### config.mk
export PLATFORM = sky130hd
export DESIGN_NAME = cts_ctrl
export DESIGN_NICKNAME = d
export VERILOG_FILES = /design/src/rtl/cts_pkg.sv /design/src/rtl/cts_ctrl.sv
export SDC_FILE = /design/constraint.sdc
export NUM_CORES = 1
export LEC_CHECK = 0
export BUFFER_PORTS_ARGS = -buffer_cell sky130_fd_sc_hd__clkbuf_2
export CORE_AREA = 2 2 39 41
export CTS_BUF_LIST = sky130_fd_sc_hd__clkbuf_8
export DETAILED_ROUTE_END_ITERATION = 8
export DIE_AREA = 0 0 41 43
export PLACE_DENSITY = 0.81
export SLEW_MARGIN = 30
export SYNTH_ARGS = -nofsm -noshare
export SYNTH_HDL_FRONTEND = slang
export SYNTH_SLANG_ARGS = --single-unit
### constraint.sdc
create_clock -name clk -period 1.3 [get_ports clk]
set_input_delay 0.195 -clock clk [delete_from_list [all_inputs] [get_ports clk]]
set_output_delay 0.195 -clock clk [all_outputs]
set_load 0.01 [all_outputs]
### src/rtl/cts_pkg.sv
// Shared types and constants for the counter-to-UTC time estimator.
// Used by every module in rtl/; depends on nothing else.
`timescale 1ns / 1ps
package cts_pkg;

  localparam int RingDepthDef  = 16;
  localparam int WindowMaxDef  = 12;
  localparam int PeriodShift   = 22;
  localparam int DivSteps      = 64;
  localparam logic [63:0] InitPeriodRst = 64'd4503599627;
  localparam logic [63:0] DtLimit       = 64'h0000_0100_0000_0000;

  typedef enum logic [0:0] {
    CFG_COUNTER_SHIFT  = 1'b0,
    CFG_INITIAL_PERIOD = 1'b1
  } cfg_idx_t;

  typedef enum logic [0:0] {
    REQ_UPDATE = 1'b0,
    REQ_QUERY  = 1'b1
  } req_t;

  typedef enum logic [2:0] {
    ST_TIME    = 3'd0,
    ST_IGNORED = 3'd1,
    ST_SYNC    = 3'd2,
    ST_PERIOD  = 3'd3,
    ST_RESYNC  = 3'd4
  } status_t;

  typedef enum logic [3:0] {
    S_IDLE, S_DECODE, S_WRITE, S_READ, S_CMP, S_CHK, S_DIV, S_FIN,
    S_QPREP, S_QM0, S_QM1, S_QM2, S_QM3, S_QRES, S_DONE
  } state_t;

  typedef enum logic [1:0] {
    MUL_LL, MUL_LH, MUL_HL
  } mul_sel_t;

  typedef enum logic [1:0] {
    ACC_HOLD, ACC_LOAD, ACC_ADD_HI
  } acc_op_t;

  typedef struct packed {
    logic     load_in;
    logic     ring_write;
    logic     ref_read;
    logic     cmp_load;
    logic     sync_start;
    logic     resync;
    logic     div_start;
    logic     period_fin;
    logic     q_prep;
    logic     mul_en;
    mul_sel_t mul_sel;
    acc_op_t  acc_op;
    logic     q_res;
    logic     res_set;
    status_t  status;
    logic     emit;
  } cmd_t;

  typedef struct packed {
    logic is_query;
    logic ignore;
    logic ref_is_cur;
    logic reject;
    logic div_done;
    logic out_free;
  } sts_t;

endpackage

### src/rtl/cts_ctrl.sv
// Controller state machine: sequences updates, queries and result transfer.
// Depends on cts_pkg.
`timescale 1ns / 1ps
module cts_ctrl (
  input  logic          clk,
  input  logic          rst_n,
  input  logic          in_valid,
  output logic          in_stall,
  input  cts_pkg::sts_t sts,
  output cts_pkg::cmd_t cmd
);

  cts_pkg::state_t state_r, state_nxt;

  always_ff @(posedge clk) begin
    if (!rst_n) begin
      state_r <= cts_pkg::S_IDLE;
    end else begin
      state_r <= state_nxt;
    end
  end

  always_comb begin
    state_nxt = state_r;
    cmd       = '0;
    cmd.mul_sel = cts_pkg::MUL_LL;
    cmd.acc_op  = cts_pkg::ACC_HOLD;
    cmd.status  = cts_pkg::ST_TIME;
    in_stall  = 1'b1;
    unique case (state_r)
      cts_pkg::S_IDLE: begin
        in_stall = 1'b0;
        if (in_valid) begin
          cmd.load_in = 1'b1;
          state_nxt   = cts_pkg::S_DECODE;
        end
      end
      cts_pkg::S_DECODE: begin
        if (sts.is_query) begin
          state_nxt = cts_pkg::S_QPREP;
        end else if (sts.ignore) begin
          cmd.res_set = 1'b1;
          cmd.status  = cts_pkg::ST_IGNORED;
          state_nxt   = cts_pkg::S_DONE;
        end else begin
          state_nxt = cts_pkg::S_WRITE;
        end
      end
      cts_pkg::S_WRITE: begin
        cmd.ring_write = 1'b1;
        state_nxt      = cts_pkg::S_READ;
      end
      cts_pkg::S_READ: begin
        if (sts.ref_is_cur) begin
          cmd.sync_start = 1'b1;
          cmd.res_set    = 1'b1;
          cmd.status     = cts_pkg::ST_SYNC;
          state_nxt      = cts_pkg::S_DONE;
        end else begin
          cmd.ref_read = 1'b1;
          state_nxt    = cts_pkg::S_CMP;
        end
      end
      cts_pkg::S_CMP: begin
        cmd.cmp_load = 1'b1;
        state_nxt    = cts_pkg::S_CHK;
      end
      cts_pkg::S_CHK: begin
        if (sts.reject) begin
          cmd.resync  = 1'b1;
          cmd.res_set = 1'b1;
          cmd.status  = cts_pkg::ST_RESYNC;
          state_nxt   = cts_pkg::S_DONE;
        end else begin
          cmd.div_start = 1'b1;
          state_nxt     = cts_pkg::S_DIV;
        end
      end
      cts_pkg::S_DIV: begin
        if (sts.div_done) begin
          state_nxt = cts_pkg::S_FIN;
        end
      end
      cts_pkg::S_FIN: begin
        cmd.period_fin = 1'b1;
        cmd.res_set    = 1'b1;
        cmd.status     = cts_pkg::ST_PERIOD;
        state_nxt      = cts_pkg::S_DONE;
      end
      cts_pkg::S_QPREP: begin
        cmd.q_prep = 1'b1;
        state_nxt  = cts_pkg::S_QM0;
      end
      cts_pkg::S_QM0: begin
        cmd.mul_en  = 1'b1;
        cmd.mul_sel = cts_pkg::MUL_LL;
        state_nxt   = cts_pkg::S_QM1;
      end
      cts_pkg::S_QM1: begin
        cmd.mul_en  = 1'b1;
        cmd.mul_sel = cts_pkg::MUL_LH;
        cmd.acc_op  = cts_pkg::ACC_LOAD;
        state_nxt   = cts_pkg::S_QM2;
      end
      cts_pkg::S_QM2: begin
        cmd.mul_en  = 1'b1;
        cmd.mul_sel = cts_pkg::MUL_HL;
        cmd.acc_op  = cts_pkg::ACC_ADD_HI;
        state_nxt   = cts_pkg::S_QM3;
      end
      cts_pkg::S_QM3: begin
        cmd.acc_op = cts_pkg::ACC_ADD_HI;
        state_nxt  = cts_pkg::S_QRES;
      end
      cts_pkg::S_QRES: begin
        cmd.q_res   = 1'b1;
        cmd.res_set = 1'b1;
        cmd.status  = cts_pkg::ST_TIME;
        state_nxt   = cts_pkg::S_DONE;
      end
      cts_pkg::S_DONE: begin
        if (sts.out_free) begin
          cmd.emit  = 1'b1;
          state_nxt = cts_pkg::S_IDLE;
        end
      end
      default: state_nxt = cts_pkg::S_IDLE;
    endcase
  end

endmodule

# Word level (Yosys, flattened, before mapping)
# Index checks and enable logic that the tools add are counted.
# Widths: inputs -> output; s select.
# op_classes
addsub,0
shift,0
n_mux,32
div,0
n_bitwise,0
magnitude_cmp,0
reduce_logical,4
multipliers,0
n_eq_ne,17
# op_table
cell,n
$pmux 4 s14,1
$mux 4,11
$eq 4x4->1 const B,7
$pmux 4 s5,1
$eq 4x3->1 const B,4
$mux 1,16
$pmux 3 s3,1
$eq 4x2->1 const B,2
$ne 2x2->1 const B,3
$eq 4x1->1 const B,1
$logic_not 4->1,1
$pmux 2 s2,1
$reduce_or 2->1,2
$reduce_and 3->1,1
$mux 2,1
# word_totals
in_bits,9
mem_bits_rw,0
latch_bits,0
output_inout_bits,21
memories,0
mem_bits_ro,0
elab_cells,54
regBits,4

# Longest topological paths before layout
# logic_depth
depth_word,3
ltp_mapped,5
depth_no_buf,3

# Worst setup path after synthesis
# No wires, ideal clock.
# synth_path
path_kind,register to register
startpoint,register state_r[3]
endpoint,register state_r[1]
required_ns,1.183
synth_period_minus_slack_ns,1.331
n_path_buf,0
arrival_time_ns,1.214
path_stages_with_launch,4
setup_slack_ns,-0.031
setup_time_ns,0.117
cell_sequence,dfxtp_1 mux2_2 o311a_1 a32o_1
# synth_via
elab_chain_cells,3
elab_cells_between_ends,21
classes_between,eq/ne (17); mux (1); reduce/logical (3)
# synth_rtl
element,line_no,source
"start, declared",cts_ctrl.sv:13,"cts_pkg::state_t state_r, state_nxt;"
"start signal, assigned",cts_ctrl.sv:17,state_r <= cts_pkg::S_IDLE;
"start signal, assigned",cts_ctrl.sv:19,state_r <= state_nxt;
$eq 4x4->1 (tied with other cells),cts_ctrl.sv:30,unique case (state_r)
$reduce_or 2->1 (no line) / $ne 2x2->1 (equally long branches),--,
$pmux 4 s14 / $reduce_and 3->1 (equally long branches),--,
# Parallel ways exist; a longest one is shown, timed or not.
# A chain may end at the register's enable or synchronous reset.

==> results.md <==
- Setup ws final: -0.398 ns
- Clk Latency, worst-skew pair: roughly 0.23 ns
- Fraction of layout cells with a size suffix above 1: 0.748
- Global-route wire length before repair: 3.46 mm
- PwrDens: 1010 nW/um^2
- Synth top area cells: dfxtp_1 (17%), nor3_1 (11%), nor2_1 (9.3%), nand2_1 (6.2%), buf_2 (5.2%)
- Antenna cells: 0
- Vias per cell: approximately 6.4
- FF-to-FF End: state_r[1]$_SDFFE_PN0P_
- Core Area: ~1400 sq um
- Peak supply drop: between 0.0006 and 0.0007 V
- Die ar.: around 1800 sq um
- Most common cell in the netlist: nor2_1
- Vias in the first global route: just under 800
- Dpl hpwl: 1.33 mm
- Post-synth EDFFs: 0
- Clock skew: ~0.0013 ns
- RSZ-0062 raised after global routing: true
- Largest area contributor in the netlist: dfxtp_1
- Worst min path class: in -> reg
- Largest net degree at the start of global routing: 11
- CP peak stage delay: around 0.33 ns
- Antenna-violating nets left: 0
- Final Util: 0.832
- Router iterations before antenna repair: 4
- H-tree Lvls: 1
- Hold_ws: approximately 0.25 ns
- CTS clk-pin slew, worst paths: around 0.04 ns
- Reg2reg setup slack: -0.16 ns
- Slowest cell on the critical path: dfxtp_2
- Layout area overhead: 138%
- Hold path start: rst_n
- Status: complete, but fails checks
- Fin nets: 142
- Worst slew margin: 0.765
- Sequential share of the synthesized area: 0.166
- Critical path origin: state_r[0]$_SDFFE_PN0P_
- Initial DRC Count: 51
- CTS Buf Count: 3
- Fmax: 589 MHz
- Slew @ Worst Pin: between 0.3 and 0.4 ns
- Synth warn: 0
- R2r worst-path depth: 4
- Syn_nets: 84
- Worst path depth: 5
- Initial antenna violation count: 0
- WP data required: between 1 and 1.5 ns
- CP max FO: 10
- Total gr overflow: 0
- Endpoints failing setup: 22
- RR Startpoint: state_r[1]$_SDFFE_PN0P_
- Worst setup path endpoint: cmd[7]
- Total wire length: between 3 and 4 mm
- Most flops, register: state_r
- Global placement routability congestion: just under 1
- CTS tree: done
- CP Launch Type: flop
- Max reg flops: 4
- Most common library cells after synthesis: nor2_1 (12), nor3_1 (11), nand2_1 (8), buf_2 (5), dfxtp_1 (4)
- Synth Instances: 75
- Largest regs: state_r: 4 flops
- # rows: 14
- Syn avg cell area: around 6.4 sq um
- Yosys top cell area share: 0.166
- Clock root cell: clkbuf_8
- # IOs: 30
- Vias: roughly 940
- FILL cells: 64
- Post-synth ARST share: 0
- Mapped Area: about 480 sq um
- Non-Filler Instances: 147
- Multi-input gate area: roughly 520 sq um
- Min Tclk post-route: 1.70 ns
- Register area: 92.6 sq um
- Die width: 41 um
- CP cell instances: buf_6 -> nor2_2 -> nand2_1 -> a21oi_1 -> buf_2
- Final period util: 1.31
- Slew Viols, Final: 0
- Initial core utilization: 0.349
- Wirelength per Cell: roughly 22 um
- Delay-heaviest family, CP: simple AND/OR/NAND/NOR gates
- Die Ht: between 40 and 50 um
- GRT Total Usage: 0.298
- CP arrival: approximately 1.5 ns
- Bufs and invs on worst path: 2
- CP Capture Type: output pin
- Max Cap Viol: 0
- Failing checks: negative setup slack
- Setup tns final: -3.32 ns
- Post-synth top flop: dfxtp_1
- Leak: around 0.55 nW
- Post-synthesis cell type count: 29
- Critical path type: reg -> out
- Port buffer count: 29
- Inst Count DP: 131
- Cts hold-fix bufs: 0
- DRC: 0
- CTS Sinks: 4
- Endpoints failing hold: 0
- Flops & latches, synth: 4
- Clock tree buffer depth: 2
logic make-up (layout without fill, tap and decap cells):
family,after synthesis,after routing,synth area share
AND/OR/NAND/NOR,43,43,0.435
multiplexers,1,1,0.0233
flip-flops,4,4,0.166
AO/OA/AOI/OAI,16,16,0.262
buffers and inverters,11,67,0.114
stage by stage:
stage                     area, sq um  setup slack [ns]  total power, W
after floorplan                   489           0.00520        0.000382
after global placement            749            -0.124        0.000538
after detailed placement          749            -0.165        0.000550
after CTS                        1020            -0.224        0.000988
after global routing             1150            -0.412         0.00119
final                            1150            -0.398         0.00116
power breakdown:
group          total, W  switching (W)  internal [W]
sequential     0.000180      0.0000350      0.000145
combinational  0.000698       0.000370      0.000327
clock          0.000283      0.0000840      0.000199
cell type report:
class,count,share of cell area
Multi-Input combinational cell,60,0.454
Clock buffer,3,0.0359
Inverter,4,0.0196
Tap cell,16,0.0174
Timing Repair Buffer,60,0.392
Sequential cell,4,0.0804
routing by layer:
metal,GRT usage,routed length [um]
met1,0.316,1260
met2,0.506,1610
met3,0.0733,280
met4,0.147,151
met5,0,0
layout by cell type (no fill, tap or decap), types with 2 or more instances in the layout:
cell type | netlist | routed
buf_4 | 2 | 18
buf_6 | 0 | 17
buf_2 | 5 | 13
clkbuf_2 | 0 | 12
nor3_2 | 0 | 7
nor2_1 | 12 | 6
nor2_4 | 0 | 4
nand2_4 | 0 | 3
nand2_1 | 8 | 3
nor3_1 | 11 | 3
clkbuf_8 | 0 | 3
dfxtp_4 | 0 | 3
nor2_2 | 0 | 2
nand2b_4 | 0 | 2
inv_1 | 3 | 2
a21oi_1 | 3 | 2
nor2b_1 | 2 | 2
nor4_2 | 0 | 2
o221ai_1 | 2 | 2
o211ai_1 | 2 | 2
worst min-delay path by stage:
stage	endpoint	cells after the start
after floorplan	state_r[3]$_SDFFE_PN0P_	1
after global placement	state_r[3]$_SDFFE_PN0P_	2
after detailed placement	state_r[3]$_SDFFE_PN0P_	2
after CTS	state_r[3]$_SDFFE_PN0P_	2
after global routing	state_r[3]$_SDFFE_PN0P_	2
final	state_r[3]$_SDFFE_PN0P_	2
timing repair:
| action | 4_1_cts | 5_1_grt |
|---|---|---|
| pin swaps | 6 | 8 |
| setup endpoints to repair | 22 | 22 |
| resized for setup | 44 | 40 |
| cloned | 1 | 0 |
| buffers inserted | 8 | 5 |
Power figures use the tool's default switching activity.
